**config.mk**
```make
export PLATFORM = sky130hd
export DESIGN_NAME = pbc_fade_unit
export DESIGN_NICKNAME = d
export VERILOG_FILES = /design/src/hdl/pbc_pkg.sv /design/src/hdl/pbc_fade_unit.sv
export SDC_FILE = /design/constraint.sdc
export NUM_CORES = 1
export LEC_CHECK = 0
export BUFFER_PORTS_ARGS = -buffer_cell sky130_fd_sc_hd__buf_2
export CAP_MARGIN = 20
export CORE_MARGIN = 1.5
export CORE_UTILIZATION = 40
export DETAILED_ROUTE_END_ITERATION = 10
export PLACE_DENSITY_LB_ADDON = 0.3
export SYNTH_ARGS = -nofsm -noshare
export SYNTH_HDL_FRONTEND = slang
export SYNTH_SLANG_ARGS = --single-unit
```
**constraint.sdc**
```tcl
create_clock -name clk -period 9.1 [get_ports clk]
set_input_delay 0.455 -clock clk [delete_from_list [all_inputs] [get_ports clk]]
set_output_delay 0.455 -clock clk [all_outputs]
set_load 0.01 [all_outputs]
```
**src/hdl/pbc_pkg.sv**
```systemverilog
package pbc_pkg;

    localparam int INDEX_W = 8;
    localparam int CHAN_W  = 8;
    localparam int RGB_W   = 3 * CHAN_W;
    localparam int OP_W    = 2;
    localparam int LEVEL_W = 7;
    localparam int STEP_W  = 5;
    localparam int SUM_W   = 14;
    localparam int CFG_IDX_W  = 2;
    localparam int CFG_DATA_W = 7;

    localparam logic [OP_W-1:0] OP_WR_SRC = 2'd0;
    localparam logic [OP_W-1:0] OP_WR_TGT = 2'd1;
    localparam logic [OP_W-1:0] OP_LOOKUP = 2'd2;

    localparam logic [CFG_IDX_W-1:0] CFG_FADE_MODE  = 2'd0;
    localparam logic [CFG_IDX_W-1:0] CFG_FADE_LEVEL = 2'd1;
    localparam logic [CFG_IDX_W-1:0] CFG_BLEND_STEP = 2'd2;

    localparam logic [LEVEL_W-1:0] LEVEL_FULL  = 7'd64;
    localparam int                 LEVEL_SHIFT = 6;
    localparam logic [STEP_W-1:0]  BLEND_FULL  = 5'd31;

    // x / 31 == (x * RECIP) >> RECIP_SHIFT for every x below 2^14
    localparam int              RECIP_W     = 16;
    localparam logic [RECIP_W-1:0] RECIP    = 16'd33826;
    localparam int              RECIP_SHIFT = 20;
    localparam int              PROD_W      = SUM_W + RECIP_W;

    localparam logic MODE_SCALE     = 1'b0;
    localparam logic MODE_CROSSFADE = 1'b1;

    typedef struct packed {
        logic               mode;
        logic [LEVEL_W-1:0] level;
        logic [STEP_W-1:0]  step;
    } pbc_fade_cfg_t;

endpackage

```
**src/hdl/pbc_fade_unit.sv**
```systemverilog
module pbc_fade_unit (
    input  logic                          clk,
    input  logic                          rst_n,
    input  logic                          adv,
    input  logic                          in_valid,
    input  logic [pbc_pkg::INDEX_W-1:0]   in_index,
    input  logic                          in_inrange,
    input  logic [pbc_pkg::RGB_W-1:0]     src_rgb,
    input  logic [pbc_pkg::RGB_W-1:0]     tgt_rgb,
    input  pbc_pkg::pbc_fade_cfg_t        cfg,
    output logic                          out_valid,
    output logic [pbc_pkg::INDEX_W-1:0]   out_index,
    output logic [pbc_pkg::RGB_W-1:0]     out_rgb
);
    import pbc_pkg::*;

    logic               b_valid_reg, b_valid_next;
    logic [INDEX_W-1:0] b_index_reg;
    logic               b_mode_reg;
    logic [SUM_W-1:0]   b_sum_reg  [3];
    logic [SUM_W-1:0]   b_sum_next [3];

    logic               c_valid_reg, c_valid_next;
    logic [INDEX_W-1:0] c_index_reg;
    logic [RGB_W-1:0]   c_rgb_reg, c_rgb_next;

    logic [LEVEL_W-1:0] level_sat;
    logic [STEP_W-1:0]  step_inv;

    assign level_sat = (cfg.level > LEVEL_FULL) ? LEVEL_FULL : cfg.level;
    assign step_inv  = BLEND_FULL - cfg.step;

    always_comb
    begin
        logic [CHAN_W-1:0] s_ch;
        logic [CHAN_W-1:0] t_ch;
        for (int c = 0; c < 3; c++)
        begin
            s_ch = src_rgb[c*CHAN_W +: CHAN_W];
            t_ch = tgt_rgb[c*CHAN_W +: CHAN_W];
            if (!in_inrange)
            begin
                b_sum_next[c] = '0;
            end
            else if (cfg.mode == MODE_SCALE)
            begin
                b_sum_next[c] = SUM_W'(s_ch) * SUM_W'(level_sat);
            end
            else
            begin
                b_sum_next[c] = SUM_W'(s_ch) * SUM_W'(step_inv)
                              + SUM_W'(t_ch) * SUM_W'(cfg.step);
            end
        end
    end

    always_comb
    begin
        logic [PROD_W-1:0] prod;
        for (int c = 0; c < 3; c++)
        begin
            prod = PROD_W'(b_sum_reg[c]) * PROD_W'(RECIP);
            if (b_mode_reg == MODE_SCALE)
            begin
                c_rgb_next[c*CHAN_W +: CHAN_W] = b_sum_reg[c][LEVEL_SHIFT +: CHAN_W];
            end
            else
            begin
                c_rgb_next[c*CHAN_W +: CHAN_W] = prod[RECIP_SHIFT +: CHAN_W];
            end
        end
    end

    assign b_valid_next = adv ? in_valid : b_valid_reg;
    assign c_valid_next = adv ? b_valid_reg : c_valid_reg;

    always_ff @(posedge clk or negedge rst_n)
    begin
        if (!rst_n)
        begin
            b_valid_reg <= 1'b0;
            c_valid_reg <= 1'b0;
        end
        else
        begin
            b_valid_reg <= b_valid_next;
            c_valid_reg <= c_valid_next;
        end
    end

    always_ff @(posedge clk)
    begin
        if (adv)
        begin
            b_index_reg <= in_index;
            b_mode_reg  <= cfg.mode;
            for (int c = 0; c < 3; c++)
            begin
                b_sum_reg[c] <= b_sum_next[c];
            end
            c_index_reg <= b_index_reg;
            c_rgb_reg   <= c_rgb_next;
        end
    end

    assign out_valid = c_valid_reg;
    assign out_index = c_index_reg;
    assign out_rgb   = c_rgb_reg;

    a_rise_from_b: assert property (@(posedge clk) disable iff (!rst_n)
        $rose(c_valid_reg) |-> $past(b_valid_reg))
        else $error("output word without a product stage word");

    a_hold_b: assert property (@(posedge clk) disable iff (!rst_n)
        !adv |=> $stable(b_valid_reg) && $stable(b_index_reg))
        else $error("product stage moved while stalled");

    a_hold_c: assert property (@(posedge clk) disable iff (!rst_n)
        (!adv && c_valid_reg) |=> $stable(c_rgb_reg) && $stable(c_index_reg))
        else $error("output colour changed while stalled");

endmodule

```
Word level (Yosys, flattened, before mapping)
Memories as Yosys holds them, arrays and structs flattened.
Index checks and enable logic that the tools add are counted.
Operators by class
  order comparisons: 1
  $mul: 12
  mux-type cells: 12
  add/subtract/negate cells: 4
Operator list (number)
  14-bit 2-to-1 mux: 6
  14-bit by 15-bit multiplier with 27-bit output (second input constant): 3
  8-bit by 5-bit multiplier with 13-bit output: 6
  13-bit by 13-bit adder with 14-bit output: 3
  8-bit by 7-bit multiplier with 14-bit output: 3
  8-bit 2-to-1 mux: 3
  7-bit greater-than comparator (second input constant): 1
  7-bit 2-to-1 mux: 1
  5-bit subtractor (first input constant): 1
  1-bit 2-to-1 mux: 2
Storage, ports and cells
  logic and storage cells: 36
  input port bits: 74
  memories kept: 1
  RAM bits: 42
  output and inout port bits: 33
  register bits after elaboration: 43
Memories
  b_sum_reg: words 3, bits a word 14, read ports 3, clocked after Yosys merged registers in 0, write ports 3, RTL line pbc_fade_unit.sv:20  | logic [SUM_W-1:0] b_sum_reg [3];

Logic depth before layout (Yosys ltp)
Gate-level depths: netlist of run 1.
  word-level depth: 5
  gate-level depth with buffers: 21

Worst setup path before layout of run 1
No wires, ideal clock.
  path type: input -> register
  start point: input cfg[4] (netlist name)
  end point: memory b_sum_reg[0][13] (data pin)
  arrival time: 5.298 ns
  setup slack: 3.543 ns
  cell stages on the path: 19
  library setup time: 0.259 ns
  buffers on the path: 2
  cell sequence: clkbuf_1 > clkbuf_1 > nand2_1 > fa_1 > fa_1 > inv_1 > fa_1 > fa_1 > inv_1 > fa_1 > inv_1 > ha_1 > a21oi_1 > o21bai_1 > a31oi_1 > o21ai_0 > o41ai_1 > mux2i_1 > a211o_1
RTL lines
  start, declared: RTL line pbc_fade_unit.sv:10  | input pbc_pkg::pbc_fade_cfg_t cfg,
  end, declared: RTL line pbc_fade_unit.sv:20

==> results of run 1 <==
## power breakdown
part,switching (uW),total (uW),internal (uW)
Combinational,3090,5700,2610
Sequential,152,795,643
Clock,168,354,186
Total,3410,6840,3440
## synth_stat cells (5+ instances only)
library cell	number	area share
or3_1	5	0.0015
xnor2_1	54	0.023
a21oi_1	72	0.017
o21bai_1	14	0.0050
o21ai_0	38	0.0091
o211a_1	6	0.0029
mux2i_1	15	0.0072
mux2_2	20	0.011
edfxtp_1	83	0.12
o21a_1	5	0.0018
inv_1	364	0.066
o22ai_1	5	0.0015
and3_1	7	0.0021
ha_1	414	0.25
a211oi_1	10	0.0036
nor2_1	33	0.0059
nand4_1	6	0.0018
xor2_1	34	0.014
nor2b_1	68	0.020
nor3_1	13	0.0031
clkbuf_1	74	0.013
and2_1	234	0.070
nand2b_1	75	0.023
nand3_1	13	0.0031
a31oi_1	6	0.0018
buf_1	6	0.0011
o21ba_2	5	0.0024
fa_1	276	0.27
nand3b_1	5	0.0018
a21o_1	29	0.010
nand2_1	102	0.018
## worst min path at each step
stage / start / endpoint / slack, ns / cells past startpoint
3_5_place_dp: rst_n / out_valid / 0.24 / 1
6_report: in_index[5] / b_index_reg[5] / 0.28 / 1
5_1_grt: in_index[2] / b_index_reg[2] / 0.27 / 1
2_1_floorplan: rst_n / b_valid_reg / 0.16 / 0
4_1_cts: in_index[5] / b_index_reg[5] / 0.27 / 1
3_3_place_gp: rst_n / b_valid_reg / 0.24 / 1
## metal layers
layer / vias up / track usage / wire (um) / part of all wire
met3: 45 / 0.0139 / 1540 / 0.033
met1: 7238 / 0.254 / 22800 / 0.49
met2: 243 / 0.303 / 21500 / 0.46
li1: 7014 / - / - / -
met4: 0 / 0.0364 / 614 / 0.013
met5: - / 0 / 0 / 0
## area by class of cell
type,count,area (um^2)
Sequential cell,85,2540
Clock buffer,9,225
Tap cell,680,851
Timing Repair Buffer,117,618
Clock inverter,7,48.8
Inverter,364,1370
Fill cell,5039,29100
Multi-Input combinational cell,1615,16600
## stage by stage
stage	total power, uW	util	cell area (um^2)	setup WS [ns]
2_1_floorplan	5140	-	20900	3.54
3_3_place_gp	6330	0.428	22000	3.14
3_5_place_dp	6490	0.428	22000	3.04
4_1_cts	6930	0.434	22300	3.37
5_1_grt	7820	0.434	22300	3.07
6_report	6840	0.434	22300	3.42
## logic make-up after synthesis
group	count (synthesis)	synth area share
AOI/OAI and AO/OA	225	0.0737
xor gates and xnor gates	88	0.0370
adders and majority gates	690	0.514
buffers and inverters	444	0.0800
DFF	85	0.122
muxes	35	0.0180
other	1	0.000180
and+or+nand+nor	574	0.156
## critical path: stages
cell,delay [ns]
buf_2,0.66
nand2b_1,0.22
fa_1,0.41
inv_1,0.08
fa_1,0.41
inv_1,0.08
fa_1,0.44
fa_1,0.55
inv_1,0.06
fa_1,0.47
ha_1,0.35
a21o_1,0.19
a21oi_1,0.22
o21bai_1,0.11
a31oi_1,0.22
o21ai_0,0.15
o41ai_1,0.33
mux2i_1,0.13
a211o_1,0.24
==> results.sh, run 1 <==
export IMPL_grt_pass1_wl_mm=77.8
export IMPL_cts_buffers=9
export IMPL_r2r_slack_ns=4.33
export IMPL_ioPinCount=107
export IMPL_cts_hold_fix_buffers=1
export IMPL_max_slew_worst_pin_slew_ns=0.927
export IMPL_layout_common_cells="414 x ha_1, 364 x inv_1, 276 x fa_1"
export IMPL_r2r_end="out_rgb[23]"
export IMPL_first_pass_iters=5
export IMPL_cts_tree="done"
export IMPL_end_kind="flop"
export IMPL_initial_core_util=0.406
export IMPL_clkSlewWorstSetupHoldPaths_ns=0.07
export IMPL_die_x_um=231
export IMPL_ys_warn_count=0
export IMPL_dp_hpwl_mm=38.0
export IMPL_ys_seq_elements=85
export IMPL_hold_path_class="input pin to flop"
export IMPL_cts_resized_gates=0
export IMPL_wl_per_cell_um=16.1
export IMPL_route_detailed_drc=0
export IMPL_reg2reg_from="b_sum_reg[0][37]"
export IMPL_timing_hold_ws_ns=0.279
export IMPL_finalHoldViolCount=0
export IMPL_worstPathArrival_ns=5.79
export IMPL_grt_max_degree=70
export IMPL_r2r_worst_path_cells=16
export IMPL_final_layout_size_suffix_gt1_frac=0.0787
export IMPL_grt_pass1_vias=15400
export IMPL_yosysSeqAreaShare=0.122
export IMPL_synth_edf_count=83
export IMPL_ir_drop_mv=0.192
export IMPL_synthArstFlopShare=0.0235
export IMPL_skew_ns=0.00993
export IMPL_place_inst=2860
export IMPL_rows=83
export IMPL_largest_reg_flops=42
export IMPL_grt_setup_unrepaired="no"
export IMPL_htree_levels=3
export IMPL_cp_data_required_time_ns=9.20
export IMPL_syn_instance_count=2142
export IMPL_totalWireLength_mm=46.4
export IMPL_clkLatencyLatePin_ns=0.35
export IMPL_cts_root_buf="clkbuf_16"
export IMPL_power_density_mw_per_mm2=307
export IMPL_n_antenna_cell=0
export IMPL_period_minus_slack_ns=5.68
export IMPL_critPathKind="input pin to flop"
export IMPL_numClockSinks=85
export IMPL_vias=14500
export IMPL_status="completed"
export IMPL_finalNetCount=2956
export IMPL_final_common_cell="ha_1"
export IMPL_final_cells=2877
export IMPL_synthFlopType="edfxtp_1"
export IMPL_crit_path_end="b_sum_reg[0][13]"
export IMPL_crit_path_max_fanout=48
export IMPL_drv_slew=0
export IMPL_clock_path_buffers=2
export IMPL_grt_overflow_total=0
export IMPL_vias_per_cell=5.05
export IMPL_fmaxAchievable_ghz=0.176
export IMPL_synth_cell_types=61
export IMPL_cap_violations=0
export IMPL_gp_congestion=0.846
export IMPL_crit_start="cfg[2]"
export IMPL_syn_to_final_growth_pct=6.96
export IMPL_dieArea_mm2=0.0535
export IMPL_core_mm2=0.0514
export IMPL_final_setup_tns_ns=0
export IMPL_cellLeakagePower_uw=0.0116
export IMPL_die_h_um=231
export IMPL_portBuffers=106
export IMPL_drtIter0Drc=657
export IMPL_min_period_over_period=0.625
export IMPL_worst_setup_path_start_kind="input pin"
export IMPL_track_usage=0.180
export IMPL_relSlewSlack=0.382
export IMPL_synth_area_mm2=0.0208
export IMPL_setup_violations=0
export IMPL_synth_area_per_cell_um2=9.73
export IMPL_antenna_left=0
export IMPL_antenna_found_initial=1
export IMPL_cts_setup_buffers=0
Power figures use the tool's default switching activity.
==> run 2, diff against run 1 <==
--- a/config.mk
+++ b/config.mk
@@ -5,6 +5,7 @@
 export SDC_FILE = /design/constraint.sdc
 export NUM_CORES = 1
 export LEC_CHECK = 0
+export ABC_AREA = 1
 export BUFFER_PORTS_ARGS = -buffer_cell sky130_fd_sc_hd__buf_2
 export CAP_MARGIN = 20
 export CORE_MARGIN = 1.5
==> constraint.sdc (replaced) <==
create_clock -name clk -period 4.8 [get_ports clk]
set_input_delay 0.24 -clock clk [delete_from_list [all_inputs] [get_ports clk]]
set_output_delay 0.24 -clock clk [all_outputs]
set_load 0.01 [all_outputs]
==> results.sh, run 2 <==
export IMPL_cp_data_required_time_ns=4.94
export IMPL_skew_ns=0.0140
export IMPL_finalHoldViolCount=0
export IMPL_gp_congestion=0.916
export IMPL_route_detailed_drc=0
export IMPL_dp_hpwl_mm=53.7
export IMPL_antenna_left=0
export IMPL_track_usage=0.213
export IMPL_initial_core_util=0.404
export IMPL_synth_area_mm2=0.0239
export IMPL_critPathKind="input pin to flop"
export IMPL_r2r_slack_ns=0.97
export IMPL_layout_common_cells="954 x nand2_1, 786 x inv_1, 414 x ha_1"
export IMPL_synth_top_cell_area_share=0.231
export IMPL_grt_pass1_wl_mm=103
export IMPL_grt_setup_unrepaired="no"
export IMPL_vias=20400
export IMPL_cts_buffers=9
export IMPL_antenna_found_initial=1
export IMPL_die_x_um=247
export IMPL_numClockSinks=85
export IMPL_status="completed"
export IMPL_synthArstFlopShare=0.0235
export IMPL_die_h_um=247
export IMPL_cts_root_buf="clkbuf_16"
export IMPL_totalWireLength_mm=62.7
export IMPL_cts_resized_gates=0
export IMPL_synth_top_area_cell="fa_1"
export IMPL_period_minus_slack_ns=4.42
export IMPL_grt_overflow_total=0
export IMPL_htree_levels=3
export IMPL_final_layout_size_suffix_gt1_frac=0.0716
export IMPL_cellLeakagePower_uw=0.0157
export IMPL_worst_setup_path_start_kind="input pin"
export IMPL_clkLatencyLatePin_ns=0.38
export IMPL_ioPinCount=107
export IMPL_hold_path_class="input pin to flop"
export IMPL_vias_per_cell=4.80
export IMPL_grt_pass1_vias=20000
export IMPL_worstPathArrival_ns=4.56
export IMPL_finalNetCount=4236
export IMPL_syn_instance_count=3345
export IMPL_p_total_uw=16600
export IMPL_crit_path_max_fanout=23
export IMPL_synthFlopType="edfxtp_1"
export IMPL_portBuffers=106
export IMPL_reg2reg_from="b_sum_reg[0][9]"
export IMPL_fin_util=0.441
export IMPL_cpMostUsedCell="fa_1"
export IMPL_nFillCells=6176
export IMPL_clkSlewWorstSetupHoldPaths_ns=0.08
export IMPL_critPathSlowestCell="fa_1"
export IMPL_end_kind="flop"
export IMPL_ys_seq_elements=85
export IMPL_synthTopCellsByCount="954 x nand2_1, 786 x inv_1, 414 x ha_1, 326 x nor2_1, 276 x fa_1"
export IMPL_drtIter0Drc=1140
export IMPL_cap_violations=0
export IMPL_first_pass_iters=5
export IMPL_cpPeakStageDelay_ns=0.57
export IMPL_grt_max_degree=47
export IMPL_worstPathCellList="buf_2, buf_4, nor2_1, fa_1, fa_1, fa_1, fa_1, inv_1, fa_1, inv_1, ha_1, nand2_1, nor2_1, nand3_1, nand3_1, nand2_1, nand3_1, a21oi_1"
export IMPL_ys_top_cells_by_area="fa_1 23%, ha_1 22%, nand2_1 15%"
export IMPL_ys_warn_count=0
export IMPL_ir_drop_mv=0.430
export IMPL_dieArea_mm2=0.0611
export IMPL_core_mm2=0.0590
export IMPL_wl_per_cell_um=14.7
export IMPL_synth_cell_types=41
export IMPL_crit_start="cfg[4]"
export IMPL_yosysSeqAreaShare=0.107
export IMPL_fmaxAchievable_ghz=0.226
export IMPL_syn_to_final_growth_pct=8.94
export IMPL_relSlewSlack=0.322
export IMPL_final_common_cell="nand2_1"
export IMPL_synth_area_per_cell_um2=7.14
export IMPL_cts_tree="done"
export IMPL_synth_edf_count=83
export IMPL_rows=89
export IMPL_largest_reg_flops=42
export IMPL_clock_path_buffers=2
export IMPL_r2r_worst_path_cells=17
export IMPL_cts_hold_fix_buffers=1
export IMPL_crit_path_end="b_sum_reg[0][41]"
export IMPL_min_period_over_period=0.922
export IMPL_synth_most_common_cell="nand2_1"
export IMPL_timing_hold_ws_ns=0.0267
export IMPL_drv_slew=0
export IMPL_setup_violations=0
export IMPL_cts_setup_buffers=0
export IMPL_power_density_mw_per_mm2=638
export IMPL_r2r_end="out_rgb[6]"
export IMPL_max_slew_worst_pin_slew_ns=1.02
==> run 2: cell count changes after synthesis, moves of 34 or more <==
cell / before / now
nand4_1: 6 / 40
xnor2_1: 54 / 7
nand2_1: 102 / 954
nor2_1: 33 / 326
nor2b_1: 68 / 0
nand3_1: 13 / 159
and2_1: 234 / 2
nand2b_1: 75 / 0
inv_1: 364 / 786
==> run 2: where the power goes <==
group          switching [uW]  internal, uW  total [uW]  leakage, uW
Combinational            9050          5330       14400       0.0147
Clock                     362           410         772     0.000144
Sequential                282          1150        1430     0.000832
==> run 2: critical path: cells and delay by family <==
family / cells / cell delay [ns]
adders and majority gates: 6 / 2.87
buffers and inverters: 4 / 0.52
and+or+nand+nor: 7 / 0.83
AOI/OAI and AO/OA: 1 / 0.08
==> run 2: how the worst min path moves through the flow <==
stage | start | end | slack [ns] | depth (start not counted)
final | in_index[0] | b_index_reg[0] | 0.03 | 1
after global routing | in_index[3] | b_index_reg[3] | 0.02 | 1
after CTS | in_index[0] | b_index_reg[0] | 0.01 | 1
after detailed placement | rst_n | b_valid_reg | 0.03 | 1
after global placement | rst_n | out_valid | 0.03 | 1
after floorplan | rst_n | b_valid_reg | -0.06 | 0
==> run 2: kinds of logic (layout without fill, tap and decap cells) <==
kind of cell,Yosys count,in the layout,synth area share
xor gates and xnor gates,21,21,0.00771
adders and majority gates,690,690,0.448
buffers and inverters,860,990,0.137
DFF,85,85,0.107
other,1,4,0.000157
and+or+nand+nor,1547,1547,0.268
AOI/OAI and AO/OA,141,141,0.0324
==> run 2: final cells by class <==
class | instances | area, um^2 | share of cell area
well taps | 773 | 967 | 0.0372
multi-input cells | 2402 | 18100 | 0.695
clock inverters | 7 | 78.8 | 0.00303
flip-flops and latches | 85 | 2540 | 0.0978
clock buffers | 9 | 225 | 0.00866
repair buffers | 169 | 1100 | 0.0421
diodes | 1 | 2.50 | 0.0000962
inverters | 805 | 3020 | 0.116
==> run 2: through the flow <==
| stage | TNS [ns] | cell area (um^2) | std cells | setup slack, ns |
|---|---|---|---|---|
| final | 0 | 26000 | 4251 | 0.375 |
| after global routing | 0 | 26000 | 4251 | 0.182 |
| after CTS | 0 | 26000 | 4250 | 0.392 |
| after detailed placement | -0.0300 | 25700 | 4233 | -0.0300 |
| after global placement | 0 | 25700 | 4233 | 0.0117 |
| after floorplan | 0 | 23900 | 3347 | 0.0850 |
==> run 2: routing by layer <==
| layer | GRT usage | vias to the layer above | routed length [um] |
|---|---|---|---|
| met4 | 0.0485 | 0 | 1040 |
| met1 | 0.312 | 9473 | 31300 |
| li1 | - | 10400 | - |
| met5 | 0 | - | 0 |
| met3 | 0.0216 | 55 | 3120 |
| met2 | 0.336 | 459 | 27200 |
==> run 3, diff against run 2 <==
--- a/config.mk
+++ b/config.mk
@@ -5,7 +5,7 @@
 export SDC_FILE = /design/constraint.sdc
 export NUM_CORES = 1
 export LEC_CHECK = 0
-export ABC_AREA = 1
+export ABC_AREA = 0
 export BUFFER_PORTS_ARGS = -buffer_cell sky130_fd_sc_hd__buf_2
 export CAP_MARGIN = 20
 export CORE_MARGIN = 1.5
==> results.sh, run 3 (synthesized netlist as in run 1, its figures left out) <==
export IMPL_status="completed"
export IMPL_r2r_end="out_rgb[22]"
export IMPL_clkLatencyLatePin_ns=0.37
export IMPL_cap_violations=0
export IMPL_timing_hold_ws_ns=0.0386
export IMPL_skew_ns=0.0122
export IMPL_power_density_mw_per_mm2=614
export IMPL_fmaxAchievable_ghz=0.213
export IMPL_critPathKind="input pin to flop"
export IMPL_grt_overflow_total=0
export IMPL_die_h_um=231
export IMPL_core_mm2=0.0514
export IMPL_ioPinCount=107
export IMPL_n_antenna_cell=0
export IMPL_reg2reg_from="b_sum_reg[0][37]"
export IMPL_initial_core_util=0.406
export IMPL_finalHoldViolCount=0
export IMPL_syn_to_final_growth_pct=14.9
export IMPL_nFillCells=4840
export IMPL_grt_pass1_vias=15900
export IMPL_numClockSinks=85
export IMPL_period_minus_slack_ns=4.69
export IMPL_cts_tree="done"
export IMPL_track_usage=0.186
export IMPL_relSlewSlack=0.502
export IMPL_portBuffers=106
export IMPL_gp_congestion=0.859
export IMPL_end_kind="flop"
export IMPL_r2r_slack_ns=0.22
export IMPL_largest_reg_flops=42
export IMPL_crit_path_max_fanout=15
export IMPL_final_common_cell="ha_1"
export IMPL_worstPathArrival_ns=4.81
export IMPL_finalNetCount=3112
export IMPL_seqPwrFrac=0.102
export IMPL_route_detailed_drc=0
export IMPL_layout_common_cells="404 x ha_1, 362 x inv_1, 275 x fa_1"
export IMPL_clock_path_buffers=2
export IMPL_die_x_um=231
export IMPL_comb_power_share=0.848
export IMPL_grt_setup_unrepaired="yes"
export IMPL_dp_hpwl_mm=41.5
export IMPL_cts_root_buf="clkbuf_16"
export IMPL_place_inst=3011
export IMPL_rows=83
export IMPL_hold_path_class="input pin to flop"
export IMPL_clkSlewWorstSetupHoldPaths_ns=0.07
export IMPL_switching_share=0.479
export IMPL_wl_per_cell_um=16.0
export IMPL_min_period_over_period=0.976
export IMPL_antenna_left=0
export IMPL_whs_endpoint="b_index_reg[6]"
export IMPL_antenna_found_initial=2
export IMPL_max_slew_worst_pin_slew_ns=0.746
export IMPL_cellLeakagePower_uw=0.0126
export IMPL_final_cells=3033
export IMPL_grt_pass1_wl_mm=79.6
export IMPL_grt_max_degree=50
export IMPL_vias=15000
export IMPL_clock_power_share=0.050
export IMPL_worst_setup_path_start_kind="input pin"
export IMPL_cts_buffers=9
export IMPL_switching_power_uw=7040
export IMPL_final_layout_size_suffix_gt1_frac=0.162
export IMPL_drtIter0Drc=598
export IMPL_r2r_worst_path_cells=16
export IMPL_cp_data_required_time_ns=4.92
export IMPL_htree_levels=3
export IMPL_design_area_mm2=0.0239
export IMPL_first_pass_iters=5
export IMPL_totalWireLength_mm=48.6
export IMPL_place_area_mm2=0.0233
export IMPL_setup_violations=0
export IMPL_min_from="in_index[6]"
export IMPL_vias_per_cell=4.95
export IMPL_p_int_uw=7670
export IMPL_ir_drop_mv=0.348
export IMPL_drv_slew=0
export IMPL_dieArea_mm2=0.0535
export IMPL_whs_path_depth=1
## run 3: worst max path at each step
stage | start | to | slack, ns | cells past startpoint
2_1_floorplan | cfg[1] | b_sum_reg[0][27] | -0.08 | 19
3_3_place_gp | cfg[1] | b_sum_reg[0][41] | -0.50 | 20
3_5_place_dp | cfg[1] | b_sum_reg[0][41] | -0.58 | 20
4_1_cts | cfg[1] | b_sum_reg[0][41] | -0.05 | 20
5_1_grt | cfg[4] | b_sum_reg[0][27] | -0.07 | 17
6_report | cfg[4] | b_sum_reg[0][22] | 0.11 | 19
## run 3: layout make-up
cell class	instances	area, um^2	share of cell area
repair buffers	273	1890	0.0791
clock inverters	7	76.3	0.00319
well taps	680	851	0.0355
multi-input cells	1615	17000	0.710
clock buffers	9	225	0.00941
flip-flops and latches	85	2540	0.106
inverters	364	1370	0.0571
## run 3: metal layers
| metal | share of wire | global-route usage |
|---|---|---|
| met2 | 0.48 | 0.316 |
| met5 | 0.00019 | 0 |
| met1 | 0.48 | 0.260 |
| met4 | 0.011 | 0.0343 |
| met3 | 0.029 | 0.0143 |
## run 3: worst max-delay path, cell delays in order
cell and delay (ns):
clkbuf_4 0.21, nand2b_4 0.18, fa_1 0.50, fa_1 0.54
inv_1 0.05, fa_1 0.49, fa_1 0.49, inv_1 0.05
fa_1 0.47, inv_1 0.06, ha_4 0.27, inv_1 0.05
o21ba_2 0.23, o21ai_2 0.19, a21oi_1 0.11, xnor2_1 0.26
buf_4 0.16, mux2i_1 0.08, and2_1 0.18
## run 3: power by group through the flow
stage | clock [uW] | combinational (uW) | sequential, uW
global route | 783 | 14400 | 1530
floorplan | 0 | 8470 | 1420
global placement | 0 | 11700 | 1520
finish | 733 | 12500 | 1500
CTS | 759 | 12200 | 1510
detailed placement | 0 | 12000 | 1530
## run 3: through the flow
stage,setup TNS [ns],worst slack (ns),util,power (uW)
3_3_place_gp,-6.67,-0.500,0.454,13200
6_report,0,0.114,0.466,14700
4_1_cts,-0.0455,-0.0455,0.460,14500
2_1_floorplan,-0.151,-0.0778,-,9890
5_1_grt,-0.129,-0.0652,0.466,16700
3_5_place_dp,-8.28,-0.583,0.454,13500
## run 3: what timing repair did
item | 4_1_cts | 5_1_grt
endpoints found under the setup margin | 10 | 21
hold buffers | 1 | 0
gates cloned | 0 | 1
hold endpoints to repair | 2 | 0
resized for setup | 5 | 57
setup buffers | 0 | 4
pin swaps | 6 | 29
